## src/sv/floppy_controller_no_drive_macros.svh

```systemverilog
// Assertion macros used by the floppy controller core.
// Each macro expects clk and rst_n in the scope where it is used.
`ifndef FLOPPY_CONTROLLER_NO_DRIVE_MACROS_SVH
`define FLOPPY_CONTROLLER_NO_DRIVE_MACROS_SVH

// The property must hold at every clock edge outside reset.
`define FDC_ASSERT(label, prop, msg) \
    label: assert property (@(posedge clk) disable iff (!rst_n) prop) else $error(msg);

// The condition must never be true outside reset.
`define FDC_ASSERT_NEVER(label, cond, msg) \
    label: assert property (@(posedge clk) disable iff (!rst_n) !(cond)) else $error(msg);

`endif

```

## src/sv/fdc_pkg.sv

```systemverilog
// Types, codes and constants of the floppy controller register interface.
// Depends on nothing; the controller modules import it.
package fdc_pkg;

    typedef enum logic [1:0] {
        FUNC_RD_STATUS = 2'd0,
        FUNC_RD_DATA   = 2'd1,
        FUNC_WR_DATA   = 2'd2,
        FUNC_WR_DRIVE  = 2'd3
    } func_t;

    typedef struct packed {
        func_t      func;
        logic [7:0] write_byte;
    } req_t;

    localparam logic [4:0] OP_READ_TRACK  = 5'h02;
    localparam logic [4:0] OP_SPECIFY     = 5'h03;
    localparam logic [4:0] OP_SENSE_DRIVE = 5'h04;
    localparam logic [4:0] OP_WRITE_DATA  = 5'h05;
    localparam logic [4:0] OP_READ_DATA   = 5'h06;
    localparam logic [4:0] OP_RECALIBRATE = 5'h07;
    localparam logic [4:0] OP_SENSE_INT   = 5'h08;
    localparam logic [4:0] OP_WRITE_DEL   = 5'h09;
    localparam logic [4:0] OP_READ_ID     = 5'h0A;
    localparam logic [4:0] OP_READ_DEL    = 5'h0C;
    localparam logic [4:0] OP_FORMAT      = 5'h0D;
    localparam logic [4:0] OP_SEEK        = 5'h0F;

    localparam logic [7:0] MSR_RESULT   = 8'hD0;
    localparam logic [7:0] MSR_BUSY     = 8'h90;
    localparam logic [7:0] MSR_IDLE     = 8'h80;
    localparam logic [7:0] ST0_INVALID  = 8'hC0;
    localparam logic [7:0] ST0_SEEK_END = 8'h70;

    // Command bytes beyond this count are dropped.
    localparam logic [3:0] MAX_CMD_BYTES = 4'd9;

    // Number of parameter bytes that follow a command's first byte.
    function automatic logic [3:0] param_count(input logic [4:0] op);
        logic [3:0] n;
        unique case (op) inside
            OP_SPECIFY, OP_SEEK:                          n = 4'd2;
            OP_SENSE_DRIVE, OP_RECALIBRATE, OP_READ_ID:   n = 4'd1;
            OP_FORMAT:                                    n = 4'd5;
            OP_READ_TRACK, OP_WRITE_DATA, OP_READ_DATA,
            OP_WRITE_DEL, OP_READ_DEL:                    n = 4'd8;
            default:                                      n = 4'd0;
        endcase
        return n;
    endfunction

endpackage

```

## src/sv/fdc_if.sv

```systemverilog
// Valid/ready channel interfaces of the floppy controller: the bus access
// channel and the response channel. No dependencies.
interface fdc_req_if;
    logic       valid;
    logic       ready;
    logic [1:0] func;
    logic [7:0] write_byte;

    modport source (output valid, func, write_byte, input ready);
    modport sink   (input valid, func, write_byte, output ready);
endinterface

interface fdc_rsp_if;
    logic       valid;
    logic       ready;
    logic [7:0] read_byte;
    logic       irq_pending;

    modport source (output valid, read_byte, irq_pending, input ready);
    modport sink   (input valid, read_byte, irq_pending, output ready);
endinterface

```

## src/sv/floppy_controller_no_drive.sv

```systemverilog
// Top level of the 765-style floppy controller register interface, no drive attached.
// Depends on fdc_pkg, fdc_if, fdc_in_stage and fdc_core.
//
// Usage: each transfer on req is one bus access. req.func selects read main
// status, read result byte, write command/parameter byte or write drive
// control; req.write_byte carries the byte for the two writes. Every access
// gives exactly one transfer on rsp: rsp.read_byte holds the status or result
// byte on reads and zero on writes, rsp.irq_pending the interrupt pending flag
// after the access.
// Path: the access is held in the input register and is then decoded into
// the response register, which offers it on rsp.
// Throughput: one access per cycle while rsp is not stalled; the core decodes
// each access and updates its state as it takes it.
// Reset puts the controller in the command phase with no interrupt pending,
// drive zero selected and both channels empty.
// When the receiver stalls rsp, the response register holds its transfer, the
// input register holds the next access, and req.ready drops once both are full.
module floppy_controller_no_drive
    import fdc_pkg::*;
(
    input  logic       clk,
    input  logic       rst_n,
    fdc_req_if.sink    req,
    fdc_rsp_if.source  rsp
);

    logic item_valid;
    req_t item;
    logic item_take;

    fdc_in_stage u_in_stage (
        .clk        (clk),
        .rst_n      (rst_n),
        .req        (req),
        .item_valid (item_valid),
        .item       (item),
        .item_take  (item_take)
    );

    fdc_core u_core (
        .clk        (clk),
        .rst_n      (rst_n),
        .item_valid (item_valid),
        .item       (item),
        .item_take  (item_take),
        .rsp        (rsp)
    );

endmodule

```

## src/sv/fdc_in_stage.sv

```systemverilog
// Input register of the floppy controller: holds one bus access for the core.
// Depends on fdc_pkg and fdc_if.
module fdc_in_stage
    import fdc_pkg::*;
(
    input  logic         clk,
    input  logic         rst_n,
    fdc_req_if.sink      req,
    output logic         item_valid,
    output req_t         item,
    input  logic         item_take
);

    logic valid_reg;
    logic valid_next;
    req_t item_reg;
    logic accept;

    // A held access may be replaced in the same cycle that the core takes it.
    assign req.ready = !valid_reg || item_take;
    assign accept    = req.valid && req.ready;

    always_comb
    begin
        if (accept)
        begin
            valid_next = 1'b1;
        end
        else if (item_take)
        begin
            valid_next = 1'b0;
        end
        else
        begin
            valid_next = valid_reg;
        end
    end

    always_ff @(posedge clk or negedge rst_n)
    begin
        if (!rst_n)
        begin
            valid_reg <= 1'b0;
        end
        else
        begin
            valid_reg <= valid_next;
        end
    end

    always_ff @(posedge clk)
    begin
        if (accept)
        begin
            item_reg.func       <= func_t'(req.func);
            item_reg.write_byte <= req.write_byte;
        end
    end

    assign item_valid = valid_reg;
    assign item       = item_reg;

endmodule

```

## src/sv/fdc_core.sv

```systemverilog
// Command and result state of the floppy controller, with the response register.
// Depends on fdc_pkg, fdc_if and the assertion macro header.
`include "floppy_controller_no_drive_macros.svh"

module fdc_core
    import fdc_pkg::*;
(
    input  logic         clk,
    input  logic         rst_n,
    input  logic         item_valid,
    input  req_t         item,
    output logic         item_take,
    fdc_rsp_if.source    rsp
);

    logic       rp_reg,    rp_next;
    logic [7:0] head0_reg, head0_next;
    logic [7:0] head1_reg, head1_next;
    logic [3:0] rx_reg,    rx_next;
    logic [3:0] exp_reg,   exp_next;
    logic [7:0] rb0_reg,   rb0_next;
    logic [7:0] rb1_reg,   rb1_next;
    logic [1:0] rc_reg,    rc_next;
    logic [1:0] ri_reg,    ri_next;
    logic       pend_reg,  pend_next;
    logic [1:0] drive_reg, drive_next;

    logic       out_valid_reg, out_valid_next;
    logic [7:0] out_byte_reg;
    logic       out_irq_reg;

    logic       fire;
    logic [7:0] rd_byte;

    // The core takes an access whenever the response
    // register is free or is being emptied.
    assign item_take = item_valid && (!out_valid_reg || rsp.ready);
    assign fire      = item_take;

    always_comb
    begin
        logic [3:0] rx_base;
        logic [4:0] op;

        rp_next    = rp_reg;
        head0_next = head0_reg;
        head1_next = head1_reg;
        rx_next    = rx_reg;
        exp_next   = exp_reg;
        rb0_next   = rb0_reg;
        rb1_next   = rb1_reg;
        rc_next    = rc_reg;
        ri_next    = ri_reg;
        pend_next  = pend_reg;
        drive_next = drive_reg;
        rd_byte    = 8'h00;
        rx_base    = 4'd0;
        op         = 5'd0;

        if (fire)
        begin
            unique case (item.func)
                FUNC_RD_STATUS:
                begin
                    if (rp_reg)
                    begin
                        rd_byte = MSR_RESULT;
                    end
                    else if (rx_reg != 4'd0)
                    begin
                        rd_byte = MSR_BUSY;
                    end
                    else
                    begin
                        rd_byte = MSR_IDLE;
                    end
                end
                FUNC_RD_DATA:
                begin
                    if (rp_reg && (ri_reg < rc_reg) && (ri_reg <= 2'd1))
                    begin
                        rd_byte = ri_reg[0] ? rb1_reg : rb0_reg;
                        ri_next = ri_reg + 2'd1;
                        if (ri_next >= rc_reg)
                        begin
                            rp_next = 1'b0;
                            rx_next = 4'd0;
                            rc_next = 2'd0;
                            ri_next = 2'd0;
                        end
                    end
                end
                FUNC_WR_DATA:
                begin
                    // A write in the result phase drops the unread results.
                    if (rp_reg)
                    begin
                        rp_next = 1'b0;
                        rc_next = 2'd0;
                        ri_next = 2'd0;
                        rx_base = 4'd0;
                    end
                    else
                    begin
                        rx_base = rx_reg;
                    end

                    if (rx_base == 4'd0)
                    begin
                        head0_next = item.write_byte;
                        rx_next    = 4'd1;
                        exp_next   = 4'd1 + param_count(item.write_byte[4:0]);
                    end
                    else if (rx_base < MAX_CMD_BYTES)
                    begin
                        if (rx_base == 4'd1)
                        begin
                            head1_next = item.write_byte;
                        end
                        rx_next = rx_base + 4'd1;
                    end
                    else
                    begin
                        rx_next = rx_base;
                    end

                    if (rx_next >= exp_next)
                    begin
                        op      = head0_next[4:0];
                        ri_next = 2'd0;
                        unique case (op) inside
                            OP_SPECIFY:
                            begin
                                rp_next = 1'b0;
                                rx_next = 4'd0;
                                rc_next = 2'd0;
                            end
                            OP_SENSE_INT:
                            begin
                                if (pend_reg)
                                begin
                                    rb0_next  = ST0_SEEK_END | {6'd0, drive_reg};
                                    rb1_next  = 8'h00;
                                    rc_next   = 2'd2;
                                    pend_next = 1'b0;
                                end
                                else
                                begin
                                    rb0_next = ST0_INVALID;
                                    rc_next  = 2'd1;
                                end
                                rp_next = 1'b1;
                                rx_next = 4'd0;
                            end
                            OP_SENSE_DRIVE:
                            begin
                                drive_next = head1_next[1:0];
                                rb0_next   = {6'd0, head1_next[1:0]};
                                rc_next    = 2'd1;
                                rp_next    = 1'b1;
                                rx_next    = 4'd0;
                            end
                            OP_RECALIBRATE, OP_SEEK, OP_READ_ID, OP_READ_DATA,
                            OP_WRITE_DATA, OP_READ_TRACK, OP_READ_DEL,
                            OP_WRITE_DEL, OP_FORMAT:
                            begin
                                drive_next = head1_next[1:0];
                                pend_next  = 1'b1;
                                rp_next    = 1'b0;
                                rx_next    = 4'd0;
                                rc_next    = 2'd0;
                            end
                            default:
                            begin
                                rb0_next = ST0_INVALID;
                                rc_next  = 2'd1;
                                rp_next  = 1'b1;
                                rx_next  = 4'd0;
                            end
                        endcase
                    end
                end
                FUNC_WR_DRIVE:
                begin
                    drive_next = item.write_byte[1:0];
                end
                default:
                begin
                    rd_byte = 8'h00;
                end
            endcase
        end
    end

    assign out_valid_next = fire || (out_valid_reg && !rsp.ready);

    always_ff @(posedge clk or negedge rst_n)
    begin
        if (!rst_n)
        begin
            rp_reg        <= 1'b0;
            head0_reg     <= 8'h00;
            head1_reg     <= 8'h00;
            rx_reg        <= 4'd0;
            exp_reg       <= 4'd0;
            rb0_reg       <= 8'h00;
            rb1_reg       <= 8'h00;
            rc_reg        <= 2'd0;
            ri_reg        <= 2'd0;
            pend_reg      <= 1'b0;
            drive_reg     <= 2'd0;
            out_valid_reg <= 1'b0;
        end
        else
        begin
            rp_reg        <= rp_next;
            head0_reg     <= head0_next;
            head1_reg     <= head1_next;
            rx_reg        <= rx_next;
            exp_reg       <= exp_next;
            rb0_reg       <= rb0_next;
            rb1_reg       <= rb1_next;
            rc_reg        <= rc_next;
            ri_reg        <= ri_next;
            pend_reg      <= pend_next;
            drive_reg     <= drive_next;
            out_valid_reg <= out_valid_next;
        end
    end

    always_ff @(posedge clk)
    begin
        if (fire)
        begin
            out_byte_reg <= rd_byte;
            out_irq_reg  <= pend_next;
        end
    end

    assign rsp.valid       = out_valid_reg;
    assign rsp.read_byte   = out_byte_reg;
    assign rsp.irq_pending = out_irq_reg;

    `FDC_ASSERT(a_result_has_bytes, rp_reg |-> (ri_reg < rc_reg), "result phase without unread bytes")
    `FDC_ASSERT(a_cmd_phase_clean, !rp_reg |-> (rc_reg == 2'd0 && ri_reg == 2'd0), "stale result state in command phase")
    `FDC_ASSERT_NEVER(a_no_partial_in_result, rp_reg && (rx_reg != 4'd0), "partial command held in result phase")
    `FDC_ASSERT(a_fire_gives_response, fire |=> out_valid_reg, "accepted access produced no response")
    `FDC_ASSERT(a_irq_from_command, $rose(pend_reg) |-> ($past(fire) && $past(item.func) == FUNC_WR_DATA), "interrupt raised without a command write")

endmodule
```

## src/flat_wrapper.sv

```systemverilog
// flat-port wrapper written by rule: the top's interface ports become plain ports
module floppy_controller_no_drive_flat import fdc_pkg::*;
  (clk, rst_n, req_valid, req_func, req_write_byte, req_ready, rsp_valid, rsp_read_byte, rsp_irq_pending, rsp_ready);
  fdc_req_if req_i ();
  fdc_rsp_if rsp_i ();
  input  logic clk;
  input  logic rst_n;
  input wire logic [$bits(req_i.valid)-1:0] req_valid;
  input wire logic [$bits(req_i.func)-1:0] req_func;
  input wire logic [$bits(req_i.write_byte)-1:0] req_write_byte;
  output wire logic [$bits(req_i.ready)-1:0] req_ready;
  output wire logic [$bits(rsp_i.valid)-1:0] rsp_valid;
  output wire logic [$bits(rsp_i.read_byte)-1:0] rsp_read_byte;
  output wire logic [$bits(rsp_i.irq_pending)-1:0] rsp_irq_pending;
  input wire logic [$bits(rsp_i.ready)-1:0] rsp_ready;
  assign req_i.valid = req_valid;
  assign req_i.func = req_func;
  assign req_i.write_byte = req_write_byte;
  assign req_ready = req_i.ready;
  assign rsp_valid = rsp_i.valid;
  assign rsp_read_byte = rsp_i.read_byte;
  assign rsp_irq_pending = rsp_i.irq_pending;
  assign rsp_i.ready = rsp_ready;
  floppy_controller_no_drive u_core (.clk(clk), .rst_n(rst_n), .req(req_i), .rsp(rsp_i));
endmodule
```

## config.mk

```make
export PLATFORM = sky130hd
export DESIGN_NAME = floppy_controller_no_drive_flat
export DESIGN_NICKNAME = d
export VERILOG_FILES = /design/src/sv/fdc_pkg.sv /design/src/sv/fdc_if.sv /design/src/sv/floppy_controller_no_drive.sv /design/src/sv/fdc_in_stage.sv /design/src/sv/fdc_core.sv /design/src/flat_wrapper.sv
export VERILOG_INCLUDE_DIRS = /design/src /design/src/sv
export SDC_FILE = /design/constraint.sdc
export NUM_CORES = 1
export LEC_CHECK = 0
export BUFFER_PORTS_ARGS = -buffer_cell sky130_fd_sc_hd__buf_2
export CAP_MARGIN = 20
export CORE_ASPECT_RATIO = 1.25
export CORE_MARGIN = 2
export CORE_UTILIZATION = 28
export DETAILED_ROUTE_END_ITERATION = 10
export HOLD_SLACK_MARGIN = 0.05
export PLACE_DENSITY = 0.44
export SYNTH_ARGS = -nofsm -noshare
export SYNTH_HDL_FRONTEND = slang
export SYNTH_SLANG_ARGS = --single-unit
```

## constraint.sdc

```tcl
create_clock -name clk -period 2.95 [get_ports clk]
set_clock_uncertainty 0.05 [all_clocks]
set_input_delay 0.4425 -clock clk [delete_from_list [all_inputs] [get_ports clk]]
set_output_delay 0.4425 -clock clk [all_outputs]
set_load 0.02 [all_outputs]
```

Word level (Yosys, flattened, before mapping)
Index checks and enable logic that the tools add are counted.
- register bits after elaboration: 52
- bits of input ports: 14
- logic and storage cells: 142
- add/subtract/negate cells: 3
- order comparisons: 5
- equal/unequal tests: 32
- mux-type cells: 56
- bitwise operators: 1
- reductions and logical operators: 29
- operator list (kind ; count):
    two-way mux 4 bit ; 16
    == test 5 x 4 -> 1 bit, second input constant ; 11
    == test 5 x 3 -> 1 bit, second input constant ; 8
    two-way mux 8 bit ; 4
    two-way mux 2 bit ; 13
    case mux 8 bit (3 select lines) ; 1
    == test 5 x 2 -> 1 bit, second input constant ; 4
    two-way mux 5 bit ; 4
    OR reduction 10 bit ; 2
    case mux 2 bit (2 select lines) ; 4
    case mux 4 bit (4 select lines) ; 1
    case mux 8 bit (2 select lines) ; 1
    AND reduction 4 bit ; 4
    two-way mux 1 bit ; 9
    OR reduction 9 bit ; 1
    inequality test 2 bit, second input constant ; 4
    case mux 4 bit (2 select lines) ; 1
    nonzero test 2 bit ; 3
    logical AND 1 bit ; 5
    AND reduction 5 bit ; 1
    OR reduction 5 bit ; 1
    adder 1 x 4 -> 4 bit, first input constant ; 1
    adder 4 x 1 -> 4 bit, second input constant ; 1
    == test 2 bit, second input constant ; 2
    19 further kinds ; 24

Longest topological paths before layout
- depth in word-level cells: 16
- gate-level depth with buffers: 15

Modules after synthesis
Synthesis repeated with hierarchy kept, for this count alone.
- cells, all modules: 279
- area total of the unflattened synthesis: 2886.5 um^2
- modules (own cells, without submodules) (module ; times used ; cells an instance ; area each (um^2) ; sequential area each (um^2)):
    fdc_core ; 1 ; 265 ; 2532.4 ; 935.9
    fdc_in_stage ; 1 ; 14 ; 354.1 ; 325.3

Worst setup path after synthesis
No wires, ideal clock.
- path kind: reg-to-reg
- from: register u_core.u_core.rp_reg
- to: register u_core.u_core.rb0_reg[6]
- data arrival time: 2.762 ns
- required time: 2.775 ns
- setup slack: 0.013 ns
- stages on the path, launching flop included: 14
- period minus slack after synthesis: 2.937 ns
- cells stage by stage: dfrtp_1 -> buf_4 -> inv_2 -> nand2_1 -> ha_1 -> inv_1 -> o21ai_0 -> a32o_1 -> ha_1 -> o21ai_0 -> o21bai_1 -> nand2_1 -> a211o_4 -> mux2_4
- cells in the longest elaborated chain, start to end: 11
- elaborated cells on any way between the ends: 33
- those cells by class: add/sub: 1; order compare: 2; eq/ne: 12; mux: 14; bitwise: 1; reduce/logical: 3
- RTL lines (what ; line ; text):
    start: declaration ; fdc_core.sv:16 ; logic rp_reg, rp_next;
    start signal: assignment ; fdc_core.sv:216 ; rp_reg <= rp_next;
    two-way mux 4 bit * ; fdc_core.sv:96 ; if (rp_reg)
    two-way mux 4 bit * ; fdc_core.sv:62 ; unique case (item.func)
    two-way mux 4 bit * ; fdc_core.sv:60 ; if (fire)
    branches (longest 8 deep; another with adder 4 x 1 -> 4 bit) ; -- ;
    end signal: assignment ; fdc_core.sv:221 ; rb0_reg <= rb0_next;
    end: declaration ; fdc_core.sv:21 ; logic [7:0] rb0_reg, rb0_next;
Mark *: on every way between the ends. The select of a mux whose other input is x is not followed.
A chain may end at the register's enable or synchronous reset.

Final worst setup path
- from: register u_core.u_core.rp_reg
- to: register u_core.u_core.rb0_reg[0]
Same word-level chain as after synthesis.

==> summary.md <==
| Metric | Value |
|---|---|
| Hold Buf Count CTS | `0` |
| Relative slew margins | `0.5139` |
| CTS Buf Count | `5` |
| Ant diodes | `0` |
| Reg power frac | `0.307` |
| R2R depth | `13` |
| DR vias | `~2000` |
| Synth Register Bits | `44` |
| Final setup vio count | `0` |
| Leakage | `roughly 1.5 nW` |
| GP Congestion | `about 0.77` |
| Crit path capture type | `flip-flop` |
| WP data required | `3.08 ns` |
| CP Launch Type | `flip-flop` |
| Final nets | `343` |
| CP arrival | `2.96 ns` |
| Per-cell routed wire length | `13.90 um` |
| Initial DRC Count | `75` |
| CTS tree | `built` |
| Slew Viols, Final | `0` |
| Vias/cell | `4.621` |
| Unique masters post-synth | `59` |
| Antenna-violating nets left | `0` |
| Global route overflow | `0` |
| DPL Wire Length | `approximately 4.6 mm` |
| Full die area | `~10000 um2` |
| CTS sink cnt | `44` |
| Layout fillers | `906` |
| Post-route cell area | `about 3500 um2` |
| Routed Wire Length | `6.128 mm` |
| Net Switching | `about 1.1 mW` |
| Sw Share | `0.3682` |
| Root buffer cell | `clkbuf_16` |
| Vias in the first global route | `2083` |
| Pwr dens | `between 800 and 900 nW/um2` |
| Ports | `25` |
| CTS clock-pin slew for the worst setup and hold paths | `~0.070 ns` |
| CORE AREA | `9125 um2` |
| CP Class | `flip-flop to flip-flop` |
| Clock Tree Buf Depth | `2` |
| Synth async-reset ratio | `0.6818` |
| Die height | `112.2 um` |
| Post-synth EDFFs | `14` |
| RR Startpoint | `u_core.u_core.rp_reg` |
| Seq/Total Area, Yosys | `0.4468` |
| Number of flip-flops in the largest register | `7` |
| Layout cells sized above 1 | `0.4057` |
| Status | `finished, final reports clean` |
| First-pass GRT wire length | `10.18 mm` |
| Post-layout util | `0.3816` |
| Cells after Synth | `roughly 250` |
| Tightest Hold Check Type | `primary input to async pin` |
| Synth warn | `0` |
| Fin crit share | `0.9608` |
| Overall routing resource usage | `0.1250` |
| Pint | `1.958 mW` |
| Port bufs | `19` |
| Area delta synth->final | `32.84%` |
| Worst skew pair latency | `about 0.29 ns` |
| Row count | `39` |
| Fmax | `0.3528 GHz` |
| H-tree depth | `2` |
| Max-Cap Viols | `0` |
| # DRC | `0` |
| Actual slew at the worst max-slew pin | `0.7291 ns` |
| Setup slack on the worst flop-to-flop path | `0.12 ns` |
| IR drop worst, VDD | `0.3879 mV` |
| Post-Syn Area | `2621 um2` |
| Initial core utilization | `0.2873` |
| Synthesized area per cell | `10.53 um2` |
| Initial antenna violation count | `0` |
| Chip Width | `90.54 um` |
| First-pass detailed-route iteration total | `6` |
| CP Max Fanout | `6` |
| Hold Vio Cnt, Final | `0` |
| Largest net degree at the start of global routing | `31` |
| Instance area after placement | `3143 um2` |
| Comb pwr share | `0.482` |
| Synth Flop Type | `dfrtp_1` |
| Clock power frac | `0.211` |
| Reg-to-reg critical path endpoint | `u_core.u_core.rb0_reg[0]` |
| Unrepaired setup endpoints after global routing | `no` |
| Final Critical Period | `2.834 ns` |
cell usage after synthesis (3+ instances only):
cell type	count	area share
mux2_2	9	0.039
a21oi_1	9	0.017
and2_1	5	0.012
nand3_1	4	0.0076
o22ai_1	4	0.0095
nand2_1	27	0.039
a211oi_1	4	0.011
nor2b_1	5	0.012
ha_1	12	0.057
edfxtp_1	14	0.16
inv_1	13	0.019
nor3_1	6	0.011
nor2_1	14	0.020
o21ai_0	12	0.023
mux2i_1	4	0.015
buf_2	4	0.0076
mux2_4	5	0.029
a22o_1	3	0.010
nand2b_1	8	0.019
o2bb2ai_1	5	0.017
a32o_1	3	0.011
buf_4	3	0.0086
dfrtp_1	30	0.29
routing by layer:
metal | part of all wire | track usage | wire length [um] | vias to the layer above
met4 | 0.018 | 0.04410 | 110 | 0
met5 | 0 | 0 | 0 | -
met2 | 0.51 | 0.2274 | 3109 | 41
li1 | - | - | - | 1045
met3 | 0.033 | 0.02483 | 202 | 8
met1 | 0.44 | 0.1454 | 2705 | 944
timing repair:
item                                    in CTS  in global routing
buffers inserted                             0                  6
gates cloned                                 0                  0
pin swaps                                    3                  8
gates resized for setup                      9                 22
endpoints found under the setup margin      15                 16
layout by cell type (no fill, tap or decap), types with 4 or more instances in the layout:
cell type	synthesis	layout
clkbuf_16	0	5
buf_2	4	19
o21ai_0	12	10
nor2b_1	5	5
nor3_1	6	5
mux2_2	9	9
dfrtp_1	30	30
mux2_4	5	5
buf_4	3	50
nand2_2	0	6
o2bb2ai_1	5	5
nand3_1	4	4
nand2_1	27	21
nor2_1	14	13
and2_1	5	5
a21oi_1	9	8
ha_1	12	10
edfxtp_1	14	14
inv_1	13	12
mux2i_1	4	4
nand2b_1	8	7
critical path: stages, from the launching register on:
cell      delay, ns
dfrtp_1        0.40
inv_2          0.10
nand2_2        0.08
buf_4          0.13
inv_1          0.07
ha_2           0.19
nand2_1        0.06
a32o_2         0.28
ha_1           0.29
o21ai_2        0.07
o21bai_4       0.24
nand2_2        0.08
a211o_4        0.37
mux2_4         0.31
power by group through the flow:
stage               logic, mW  registers [mW]  clock network, mW
CTS                      1.38           0.950              0.665
global placement         1.30           0.963                  0
detailed placement       1.31           0.961                  0
floorplan               0.827           0.940                  0
global route             1.65           0.978              0.687
finish                   1.49           0.953              0.652
how the worst max path moves through the flow:
stage                                                to                 startpoint  cells past startpoint  slack (ns)
final                          u_core.u_core.rb0_reg[0]       u_core.u_core.rp_reg                     13        0.12
after CTS                 u_core.u_core.rsp.irq_pending  u_core.u_in_stage.item[0]                     12       0.003
after global routing           u_core.u_core.rb0_reg[0]       u_core.u_core.rp_reg                     13       0.002
after global placement         u_core.u_core.rb0_reg[1]  u_core.u_in_stage.item[0]                     10       -0.16
after detailed placement       u_core.u_core.rb0_reg[0]  u_core.u_in_stage.item[0]                     10       -0.15
after floorplan                u_core.u_core.rb0_reg[6]       u_core.u_core.rp_reg                     13        0.01
kinds of logic (layout without fill, tap and decap cells):
group                    Yosys count  count (layout)  share of synthesized area
AND/OR/NAND/NOR                   84              84                     0.1675
AO/OA/AOI/OAI                     62              62                     0.1828
flip-flops                        44              44                     0.4468
buffers and inverters             24              92                    0.04630
multiplexers                      19              19                    0.08687
adder cells (fa/ha/maj)           13              13                    0.06157
XOR/XNOR                           2               2                   0.006684
other                              1               2                   0.001431
stage by stage:
| step | hold slack (ns) | setup WS, ns | std cells | power [mW] | setup TNS (ns) |
|---|---|---|---|---|---|
| after global placement | 0.4242 | -0.1551 | 427 | 2.264 | -1.374 |
| after floorplan | 0.09691 | 0.01279 | 250 | 1.767 | 0 |
| after detailed placement | 0.4314 | -0.1455 | 427 | 2.268 | -1.310 |
| after global routing | 0.2228 | 0.001930 | 441 | 3.313 | 0 |
| final | 0.1564 | 0.1157 | 441 | 3.098 | 0 |
| after CTS | 0.1898 | 0.003393 | 435 | 2.996 | 0 |
final cells by class:
| cell class | instances | area, um2 | area share |
|---|---|---|---|
| clock buffer | 5 | 125.1 | 0.03593 |
| clock inverter | 3 | 42.54 | 0.01222 |
| inverter | 14 | 52.55 | 0.01509 |
| multi-input combinational | 182 | 1455 | 0.4179 |
| sequential | 44 | 1171 | 0.3363 |
| tap | 123 | 153.9 | 0.04420 |
| timing repair buffer | 70 | 481.7 | 0.1383 |
Power figures use the tool's default switching activity.
